File: config.mk
export PLATFORM = sky130hd
export DESIGN_NAME = multi_channel_progress_watchdog
export DESIGN_NICKNAME = d
export VERILOG_FILES = /design/src/design/mcpw_pkg.sv /design/src/design/multi_channel_progress_watchdog.sv
export SDC_FILE = /design/constraint.sdc
export NUM_CORES = 2
export LEC_CHECK = 0
export ABC_CLOCK_PERIOD_IN_PS = 9900
export BUFFER_PORTS_ARGS = -buffer_cell sky130_fd_sc_hd__buf_2
export CAP_MARGIN = 10
export CORE_MARGIN = 2
export CORE_UTILIZATION = 35
export DETAILED_ROUTE_END_ITERATION = 12
export PLACE_DENSITY = 0.53
export SLEW_MARGIN = 30
export SYNTH_ARGS = -nofsm -noshare
export SYNTH_HDL_FRONTEND = slang
export SYNTH_SLANG_ARGS = --single-unit
File: constraint.sdc
create_clock -name clock -period 9.9 [get_ports clock]
set_clock_uncertainty 0.1 [all_clocks]
set_input_delay 1.98 -clock clock [delete_from_list [all_inputs] [get_ports clock]]
set_output_delay 1.98 -clock clock [all_outputs]
set_load 0.01 [all_outputs]
File: src/design/mcpw_pkg.sv
// Shared constants for the multi-channel progress watchdog.
package mcpw_pkg;

   localparam int TIME_BITS_DEFAULT  = 32;
   localparam int COUNT_BITS_DEFAULT = 64;

   localparam int CSR_DATA_BITS  = 32;
   localparam int CSR_INDEX_BITS = 3;
   localparam int CAUSE_BITS     = 3;

   localparam logic [CSR_INDEX_BITS-1:0] REG_CYCLE_TIMEOUT = 3'd0;
   localparam logic [CSR_INDEX_BITS-1:0] REG_TASK_TIMEOUT  = 3'd1;
   localparam logic [CSR_INDEX_BITS-1:0] REG_GVT_TIMEOUT   = 3'd2;
   localparam logic [CSR_INDEX_BITS-1:0] REG_FF_TIMEOUT    = 3'd3;
   localparam logic [CSR_INDEX_BITS-1:0] REG_CYCLE_WARN    = 3'd4;
   localparam logic [CSR_INDEX_BITS-1:0] REG_TASK_WARN     = 3'd5;
   localparam logic [CSR_INDEX_BITS-1:0] REG_GVT_WARN      = 3'd6;

   localparam logic [CSR_DATA_BITS-1:0] CYCLE_TIMEOUT_RESET = 32'd600;
   localparam logic [CSR_DATA_BITS-1:0] TASK_TIMEOUT_RESET  = 32'd600;
   localparam logic [CSR_DATA_BITS-1:0] GVT_TIMEOUT_RESET   = 32'd600;
   localparam logic [CSR_DATA_BITS-1:0] FF_TIMEOUT_RESET    = 32'd3600;
   localparam logic [CSR_DATA_BITS-1:0] CYCLE_WARN_RESET    = 32'd10;
   localparam logic [CSR_DATA_BITS-1:0] TASK_WARN_RESET     = 32'd20;
   localparam logic [CSR_DATA_BITS-1:0] GVT_WARN_RESET      = 32'd100;

   localparam logic REQ_START = 1'b0;
   localparam logic REQ_TICK  = 1'b1;

   localparam logic [CAUSE_BITS-1:0] CAUSE_NONE  = 3'd0;
   localparam logic [CAUSE_BITS-1:0] CAUSE_FF    = 3'd1;
   localparam logic [CAUSE_BITS-1:0] CAUSE_CYCLE = 3'd2;
   localparam logic [CAUSE_BITS-1:0] CAUSE_TASK  = 3'd3;
   localparam logic [CAUSE_BITS-1:0] CAUSE_GVT   = 3'd4;

endpackage

File: src/design/multi_channel_progress_watchdog.sv
// Progress watchdog top level: input register, check logic, result register.
//
//   channel | direction | handshake           | word
//   req     | in        | req_valid/req_ready | start or tick sample
//   rsp     | out       | rsp_valid/rsp_ready | warnings and timeout cause
//   csr     | in        | csr_write_enable    | threshold register write
//
// One word per cycle while rsp is ready; each word goes through both registers to rsp.
// The checks run in one pass between the input register and the result register.
// Reset (synchronous) clears the progress state and loads the register defaults.
// A stalled rsp holds its word; req keeps accepting while the input register can drain.
module multi_channel_progress_watchdog #(
   parameter int TIME_BITS  = mcpw_pkg::TIME_BITS_DEFAULT,
   parameter int COUNT_BITS = mcpw_pkg::COUNT_BITS_DEFAULT
) (
   input  logic                                clock,
   input  logic                                reset,
   input  logic                                req_valid,
   output logic                                req_ready,
   input  logic                                req_type,
   input  logic [TIME_BITS-1:0]                req_now_secs,
   input  logic [COUNT_BITS-1:0]               req_cycle_count,
   input  logic [COUNT_BITS-1:0]               req_commit_cycles,
   input  logic [COUNT_BITS-1:0]               req_abort_cycles,
   input  logic [COUNT_BITS-1:0]               req_virtual_time,
   input  logic                                req_at_prompt,
   input  logic                                req_fast_forward,
   output logic                                rsp_valid,
   input  logic                                rsp_ready,
   output logic                                rsp_cycle_stall_warn,
   output logic                                rsp_task_stall_warn,
   output logic                                rsp_gvt_stall_warn,
   output logic [mcpw_pkg::CAUSE_BITS-1:0]     rsp_timeout_cause,
   input  logic                                csr_write_enable,
   input  logic [mcpw_pkg::CSR_INDEX_BITS-1:0] csr_index,
   input  logic [mcpw_pkg::CSR_DATA_BITS-1:0]  csr_write_data
);

   localparam int CMP_BITS = (TIME_BITS > mcpw_pkg::CSR_DATA_BITS) ?
                             TIME_BITS : mcpw_pkg::CSR_DATA_BITS;

   function automatic logic reached(input logic [TIME_BITS-1:0] now,
                                    input logic [TIME_BITS-1:0] then,
                                    input logic [mcpw_pkg::CSR_DATA_BITS-1:0] thr);
      logic [TIME_BITS-1:0] diff;
      diff = now - then;
      return CMP_BITS'(diff) >= CMP_BITS'(thr);
   endfunction

   // configuration registers
   logic [mcpw_pkg::CSR_DATA_BITS-1:0] cyc_to_ff, task_to_ff, gvt_to_ff, ff_to_ff;
   logic [mcpw_pkg::CSR_DATA_BITS-1:0] cyc_warn_ff, task_warn_ff, gvt_warn_ff;

   always_ff @(posedge clock) begin
      if (reset) begin
         cyc_to_ff    <= mcpw_pkg::CYCLE_TIMEOUT_RESET;
         task_to_ff   <= mcpw_pkg::TASK_TIMEOUT_RESET;
         gvt_to_ff    <= mcpw_pkg::GVT_TIMEOUT_RESET;
         ff_to_ff     <= mcpw_pkg::FF_TIMEOUT_RESET;
         cyc_warn_ff  <= mcpw_pkg::CYCLE_WARN_RESET;
         task_warn_ff <= mcpw_pkg::TASK_WARN_RESET;
         gvt_warn_ff  <= mcpw_pkg::GVT_WARN_RESET;
      end else if (csr_write_enable) begin
         case (csr_index)
            mcpw_pkg::REG_CYCLE_TIMEOUT: cyc_to_ff    <= csr_write_data;
            mcpw_pkg::REG_TASK_TIMEOUT:  task_to_ff   <= csr_write_data;
            mcpw_pkg::REG_GVT_TIMEOUT:   gvt_to_ff    <= csr_write_data;
            mcpw_pkg::REG_FF_TIMEOUT:    ff_to_ff     <= csr_write_data;
            mcpw_pkg::REG_CYCLE_WARN:    cyc_warn_ff  <= csr_write_data;
            mcpw_pkg::REG_TASK_WARN:     task_warn_ff <= csr_write_data;
            mcpw_pkg::REG_GVT_WARN:      gvt_warn_ff  <= csr_write_data;
            default: ;
         endcase
      end
   end

   // input register
   logic                  in_valid_ff;
   logic                  in_type_ff, in_prompt_ff, in_ffwd_ff;
   logic [TIME_BITS-1:0]  in_now_ff;
   logic [COUNT_BITS-1:0] in_cyc_ff, in_tasks_ff, in_vt_ff;
   logic                  rsp_valid_ff;
   logic                  advance;

   assign advance   = in_valid_ff && (!rsp_valid_ff || rsp_ready);
   assign req_ready = !in_valid_ff || advance;

   always_ff @(posedge clock) begin
      if (reset) begin
         in_valid_ff <= 1'b0;
      end else if (req_ready) begin
         in_valid_ff <= req_valid;
      end
   end

   always_ff @(posedge clock) begin
      if (req_valid && req_ready) begin
         in_type_ff   <= req_type;
         in_now_ff    <= req_now_secs;
         in_cyc_ff    <= req_cycle_count;
         in_tasks_ff  <= req_commit_cycles + req_abort_cycles;
         in_vt_ff     <= req_virtual_time;
         in_prompt_ff <= req_at_prompt;
         in_ffwd_ff   <= req_fast_forward;
      end
   end

   // progress state
   logic [TIME_BITS-1:0]            non_ff_ff, cyc_time_ff, task_time_ff, gvt_time_ff;
   logic [TIME_BITS-1:0]            non_ff_in, cyc_time_in, task_time_in, gvt_time_in;
   logic [COUNT_BITS-1:0]           prev_cyc_ff, prev_task_ff, prev_vt_ff;
   logic [COUNT_BITS-1:0]           prev_cyc_in, prev_task_in, prev_vt_in;
   logic [mcpw_pkg::CAUSE_BITS-1:0] cause_ff, cause_in;
   logic                            w_cyc_in, w_task_in, w_gvt_in;

   logic [TIME_BITS-1:0] m_non, m_cyc, m_task, m_gvt;
   logic [TIME_BITS-1:0] u_non, u_cyc, u_task, u_gvt;
   logic                 in_run, fire_ff, fire_cyc, fire_task, fire_gvt;

   always_comb begin
      in_run = (in_vt_ff != {COUNT_BITS{1'b1}}) && (in_vt_ff != '0);

      // mode rules
      m_non  = non_ff_ff;
      m_cyc  = cyc_time_ff;
      m_task = task_time_ff;
      m_gvt  = gvt_time_ff;
      if (in_prompt_ff) begin
         m_non  = in_now_ff;
         m_cyc  = in_now_ff;
         m_task = in_now_ff;
         m_gvt  = in_now_ff;
      end else if (in_ffwd_ff) begin
         m_cyc  = in_now_ff;
         m_task = in_now_ff;
         m_gvt  = in_now_ff;
      end else if (!in_run) begin
         m_task = in_now_ff;
         m_gvt  = in_now_ff;
      end

      // channel checks
      u_non   = in_ffwd_ff ? m_non : in_now_ff;
      fire_ff = in_ffwd_ff && reached(in_now_ff, m_non, ff_to_ff);

      u_cyc    = (in_cyc_ff > prev_cyc_ff) ? in_now_ff : m_cyc;
      fire_cyc = reached(in_now_ff, u_cyc, cyc_to_ff);

      u_task    = (in_tasks_ff > prev_task_ff) ? in_now_ff : m_task;
      fire_task = reached(in_now_ff, u_task, task_to_ff);

      u_gvt    = (in_vt_ff > prev_vt_ff) ? in_now_ff : m_gvt;
      fire_gvt = reached(in_now_ff, u_gvt, gvt_to_ff);

      non_ff_in    = non_ff_ff;
      cyc_time_in  = cyc_time_ff;
      task_time_in = task_time_ff;
      gvt_time_in  = gvt_time_ff;
      prev_cyc_in  = prev_cyc_ff;
      prev_task_in = prev_task_ff;
      prev_vt_in   = prev_vt_ff;
      cause_in     = cause_ff;
      w_cyc_in     = 1'b0;
      w_task_in    = 1'b0;
      w_gvt_in     = 1'b0;

      if (in_type_ff == mcpw_pkg::REQ_START) begin
         non_ff_in    = in_now_ff;
         cyc_time_in  = in_now_ff;
         task_time_in = in_now_ff;
         gvt_time_in  = in_now_ff;
         prev_cyc_in  = '0;
         prev_task_in = '0;
         prev_vt_in   = '0;
         cause_in     = mcpw_pkg::CAUSE_NONE;
      end else if (cause_ff == mcpw_pkg::CAUSE_NONE) begin
         non_ff_in    = u_non;
         cyc_time_in  = m_cyc;
         task_time_in = m_task;
         gvt_time_in  = m_gvt;
         if (fire_ff) begin
            cause_in = mcpw_pkg::CAUSE_FF;
         end else begin
            cyc_time_in = u_cyc;
            w_cyc_in    = reached(in_now_ff, u_cyc, cyc_warn_ff);
            if (fire_cyc) begin
               cause_in = mcpw_pkg::CAUSE_CYCLE;
            end else begin
               task_time_in = u_task;
               w_task_in    = reached(in_now_ff, u_task, task_warn_ff);
               if (fire_task) begin
                  cause_in = mcpw_pkg::CAUSE_TASK;
               end else begin
                  gvt_time_in = u_gvt;
                  w_gvt_in    = reached(in_now_ff, u_gvt, gvt_warn_ff);
                  if (fire_gvt) begin
                     cause_in = mcpw_pkg::CAUSE_GVT;
                  end else begin
                     prev_cyc_in  = in_cyc_ff;
                     prev_task_in = in_tasks_ff;
                     prev_vt_in   = in_vt_ff;
                  end
               end
            end
         end
      end
   end

   always_ff @(posedge clock) begin
      if (reset) begin
         non_ff_ff    <= '0;
         cyc_time_ff  <= '0;
         task_time_ff <= '0;
         gvt_time_ff  <= '0;
         prev_cyc_ff  <= '0;
         prev_task_ff <= '0;
         prev_vt_ff   <= '0;
         cause_ff     <= mcpw_pkg::CAUSE_NONE;
      end else if (advance) begin
         non_ff_ff    <= non_ff_in;
         cyc_time_ff  <= cyc_time_in;
         task_time_ff <= task_time_in;
         gvt_time_ff  <= gvt_time_in;
         prev_cyc_ff  <= prev_cyc_in;
         prev_task_ff <= prev_task_in;
         prev_vt_ff   <= prev_vt_in;
         cause_ff     <= cause_in;
      end
   end

   // result register
   logic                            rsp_w_cyc_ff, rsp_w_task_ff, rsp_w_gvt_ff;
   logic [mcpw_pkg::CAUSE_BITS-1:0] rsp_cause_ff;

   always_ff @(posedge clock) begin
      if (reset) begin
         rsp_valid_ff <= 1'b0;
      end else if (advance) begin
         rsp_valid_ff <= 1'b1;
      end else if (rsp_ready) begin
         rsp_valid_ff <= 1'b0;
      end
   end

   always_ff @(posedge clock) begin
      if (advance) begin
         rsp_w_cyc_ff  <= w_cyc_in;
         rsp_w_task_ff <= w_task_in;
         rsp_w_gvt_ff  <= w_gvt_in;
         rsp_cause_ff  <= cause_in;
      end
   end

   assign rsp_valid            = rsp_valid_ff;
   assign rsp_cycle_stall_warn = rsp_w_cyc_ff;
   assign rsp_task_stall_warn  = rsp_w_task_ff;
   assign rsp_gvt_stall_warn   = rsp_w_gvt_ff;
   assign rsp_timeout_cause    = rsp_cause_ff;

   a_start_clears: assert property (@(posedge clock) disable iff (reset)
      advance && (in_type_ff == mcpw_pkg::REQ_START) |=>
         rsp_valid_ff && (rsp_cause_ff == mcpw_pkg::CAUSE_NONE) &&
         !rsp_w_cyc_ff && !rsp_w_task_ff && !rsp_w_gvt_ff)
      else $error("start word did not clear the result");

   a_cause_latched: assert property (@(posedge clock) disable iff (reset)
      (cause_ff != mcpw_pkg::CAUSE_NONE) &&
         !(advance && (in_type_ff == mcpw_pkg::REQ_START)) |=> $stable(cause_ff))
      else $error("latched timeout cause changed without a start word");

   a_rsp_matches_cause: assert property (@(posedge clock) disable iff (reset)
      rsp_valid_ff |-> (rsp_cause_ff == cause_ff))
      else $error("result cause differs from latched cause");

   a_unchecked_warn_low: assert property (@(posedge clock) disable iff (reset)
      rsp_valid_ff && ((rsp_cause_ff == mcpw_pkg::CAUSE_FF) ||
         (rsp_cause_ff == mcpw_pkg::CAUSE_CYCLE) ||
         (rsp_cause_ff == mcpw_pkg::CAUSE_TASK)) |-> !rsp_w_gvt_ff)
      else $error("virtual time warning raised for an unchecked channel");

   a_no_overrun: assert property (@(posedge clock) disable iff (reset)
      rsp_valid_ff && !rsp_ready |-> !advance)
      else $error("result register overwritten while stalled");

endmodule

==> impl_metrics.env <==
export IMPL_outcome="completed"
export IMPL_wl_met2_um=55900
export IMPL_initial_core_util_pct=35.30
export IMPL_cp_start_kind="flip-flop"
export IMPL_grt_remaining_overflow=0
export IMPL_numCtsBuffers=93
export IMPL_cts_tree="yes"
export IMPL_clock_sinks=782
export IMPL_clock_path_buffers=3
export IMPL_worstRegToRegCells=43
export IMPL_cts_clk_slew_worst_paths_ps=60
export IMPL_finalSetupTns_ps=0
export IMPL_cp_top_family="compound AO/OA/AOI/OAI gates"
export IMPL_dr_pass1_iters=5
export IMPL_synth_top_area_share_pct=23.65
export IMPL_slowest_stage="or4_4"
export IMPL_clkLatencyLatePin_ps=700
export IMPL_power_density_mw_per_mm2=168.7
export IMPL_m1WireLength_um=59760
export IMPL_fillers=13070
export IMPL_rows=133
export IMPL_ys_warn_count=0
export IMPL_post_drt_wl_per_cell_um=17.23
export IMPL_io_pin_count=339
export IMPL_cp_end_kind="flip-flop"
export IMPL_track_usage_pct=18.03
export IMPL_ir_worst_vdd_uv=113.7
export IMPL_synthArstFlopShare_pct=0
export IMPL_dp_hpwl_um=92930
export IMPL_drtIter0Drc=2226
export IMPL_yosysSeqAreaShare_pct=38.71
export IMPL_root_buffer="clkbuf_16"
export IMPL_critical_path_class="flip-flop to flip-flop"
export IMPL_finalInstanceArea_mm2=0.05388
export IMPL_io_buffer_count=338
export IMPL_whs_ps=350.8
export IMPL_grt_max_degree=190
export IMPL_grt_pass1_wl_um=196600
export IMPL_slowest_delay_ps=610
export IMPL_setup_violations=0
export IMPL_period_minus_slack_ps=9222
export IMPL_top_layer="met4"
export IMPL_rsz0062_at_grt="false"
export IMPL_synth_seq_cells=782
export IMPL_grt_pass1_vias=35350
export IMPL_cts_htree_levels=3
export IMPL_chipHeight_um=368.4
export IMPL_crit_fanout=24
export IMPL_reg2reg_to="prev_cyc_ff[62]"
export IMPL_syn_num_nets=5967
export IMPL_die_width_um=368.4
export IMPL_gp_congestion=0.8781
export IMPL_worstSetupStartpoint="in_tasks_ff[58]"
export IMPL_hold_viol_final=0
export IMPL_hold_buffers=0
export IMPL_cp_arrival_ps=9680
export IMPL_die_area_mm2=0.1357
export IMPL_netlist_cell_type_count=80
export IMPL_timing_fmax_ghz=0.1084
export IMPL_post_route_period_util_pct=93.15
export IMPL_netlist_instances=5034
export IMPL_ff2ff_setup_slack_ps=680
export IMPL_multi_input_area_mm2=0.02604
export IMPL_drc=0
export IMPL_r2r_start="in_tasks_ff[58]"
export IMPL_core_mm2=0.1316
export IMPL_hold_path_class="flip-flop to flip-flop"
export IMPL_antenna_found_initial=3
export IMPL_nets=6328
export IMPL_slew_limit_headroom_pct=34.27
export IMPL_synth_area_leaders="dfxtp_1, ha_1, edfxtp_1"
export IMPL_crit_end="prev_cyc_ff[62]"
export IMPL_placed_cell_area_mm2=0.05065
export IMPL_wl_met3_um=5282
export IMPL_syn_area_mm2=0.04647
export IMPL_ant_nets=0
export IMPL_cp_depth=43
export IMPL_via_per_inst=5.075
export IMPL_regArea_mm2=0.01799
export IMPL_vias=36690
export IMPL_syn2layout_area_growth_pct=15.95
export IMPL_required_ps=10360
export IMPL_layout_drive_gt1_share_pct=11.71
export IMPL_synth_flop_cell="dfxtp_1"
export IMPL_finalMaxSlewViolations=0
export IMPL_critPathBufInv=5
export IMPL_synth_area_leader_cell="dfxtp_1"
export IMPL_power_leakage_uw=0.02188
export IMPL_drv_cap=0
export IMPL_wl_um=124600
export IMPL_synth_edf_count=233
export IMPL_worstMarginPinSlew_ps=985.9
export IMPL_postSynthAreaPerCell_um2=9.231
[cell families (layout without fill, tap and decap cells)]
logic type      Yosys count  in the layout  synth area share (%)
simple gates           1317           1317                 13.24
compound gates         1296           1296                 18.43
flops                   782            782                 38.71
buf+inv                 654           1095                 5.555
fa+ha+maj               605            605                 16.34
mux                     206            206                 4.445
xor+xnor                174            174                 3.280
other cells               0              1                     0
[power breakdown]
group | internal (uW) | switching (uW)
combinational | 896 | 1120
clock | 2060 | 1430
sequential | 3460 | 122
[worst register-to-register path, delay by kind of cell (launching register included)]
| kind | cells | cell delay, ps |
|---|---|---|
| AO/OA/AOI/OAI | 20 | 3860 |
| AND/OR/NAND/NOR | 14 | 2760 |
| buffers and inverters | 5 | 1000 |
| adder cells (fa/ha/maj) | 3 | 870 |
| flip-flops | 1 | 400 |
| XOR/XNOR | 1 | 170 |
[worst min-delay path by stage]
stage                           from               end  slack, ps  depth (start not counted)
finish              task_warn_ff[25]  task_warn_ff[25]        350                          2
global route           task_to_ff[1]     task_to_ff[1]        370                          2
CTS                   cyc_warn_ff[2]    cyc_warn_ff[2]        350                          2
detailed placement     non_ff_ff[24]     non_ff_ff[24]        350                          2
global placement        non_ff_ff[0]      non_ff_ff[0]        340                          2
floorplan               non_ff_ff[0]      non_ff_ff[0]        330                          2
[cell type report]
| cell class | count | area share [%] |
|---|---|---|
| Clock inverter | 38 | 0.7779 |
| Multi-Input combinational cell | 3598 | 48.32 |
| Inverter | 473 | 3.295 |
| Sequential cell | 782 | 33.38 |
| Tap cell | 1755 | 4.075 |
| Clock buffer | 137 | 5.013 |
| Antenna cell | 1 | 0.004644 |
| Timing Repair Buffer | 447 | 5.130 |
[synth_stat cells, drive strengths merged (6+ instances only)]
| cell type | count |
|---|---|
| a311oi | 6 |
| o211ai | 21 |
| mux2i | 203 |
| a221o | 8 |
| clkbuf | 134 |
| nor4 | 27 |
| o31ai | 6 |
| nand3 | 50 |
| or2 | 9 |
| o21a | 28 |
| and3 | 31 |
| a21oi | 489 |
| o31a | 6 |
| nand2b | 114 |
| nor3 | 36 |
| o21ai | 137 |
| inv | 473 |
| o21bai | 24 |
| buf | 43 |
| nor2 | 210 |
| or3 | 19 |
| a21boi | 8 |
| xor2 | 49 |
| a22o | 193 |
| a21o | 252 |
| edfxtp | 233 |
| a211oi | 20 |
| nor2b | 64 |
| xnor2 | 125 |
| a211o | 20 |
| and4 | 6 |
| and2 | 8 |
| nand2 | 610 |
| ha | 598 |
| a31oi | 20 |
| a2111oi | 9 |
| nand3b | 14 |
| dfxtp | 549 |
| a31o | 6 |
| a221oi | 6 |
| nand4 | 107 |
[flip-flops by register name, summed over array words and instances (netlist names), 64 cells and up]
name,count
in_vt_ff,64
prev_cyc_ff,64
in_tasks_ff,64
prev_task_ff,64
in_cyc_ff,64
prev_vt_ff,64
[what timing repair did]
item / CTS / global route
gates resized for setup: 0 / 12
buffers inserted: 0 / 3
setup endpoints to repair: 0 / 259
hold endpoints to repair: 0 / 0
[layer usage]
layer	GRT usage, %	vias to the layer above
met3	2.301	174
met5	0	-
met1	24.76	17160
li1	-	18610
met2	29.13	751
met4	6.083	0
[placed cells by master (no fill, tap or decap), types with 31 or more instances in the layout]
| master | count |
|---|---|
| a21o_1 | 251 |
| a21oi_1 | 482 |
| a22o_1 | 193 |
| and3_1 | 31 |
| buf_2 | 337 |
| buf_4 | 89 |
| clkbuf_16 | 97 |
| dfxtp_1 | 549 |
| edfxtp_1 | 233 |
| ha_1 | 598 |
| inv_1 | 473 |
| mux2i_1 | 203 |
| nand2_1 | 610 |
| nand2b_1 | 113 |
| nand3_1 | 48 |
| nand4_1 | 107 |
| nor2_1 | 205 |
| nor2b_1 | 63 |
| nor3_1 | 32 |
| o21ai_0 | 134 |
| xnor2_1 | 125 |
| xor2_1 | 49 |
[through the flow]
step           instances  power, uW  util, %  worst slack [ps]
2_1_floorplan       5034       5023        -              1341
3_3_place_gp        7051       5622    38.48             217.9
3_5_place_dp        7051       5646    38.48             158.9
4_1_cts             7226       9204    40.85             85.39
5_1_grt             7230       9623    40.93             26.67
6_report            7231       9090    40.93             678.4
Power figures use the tool's default switching activity.
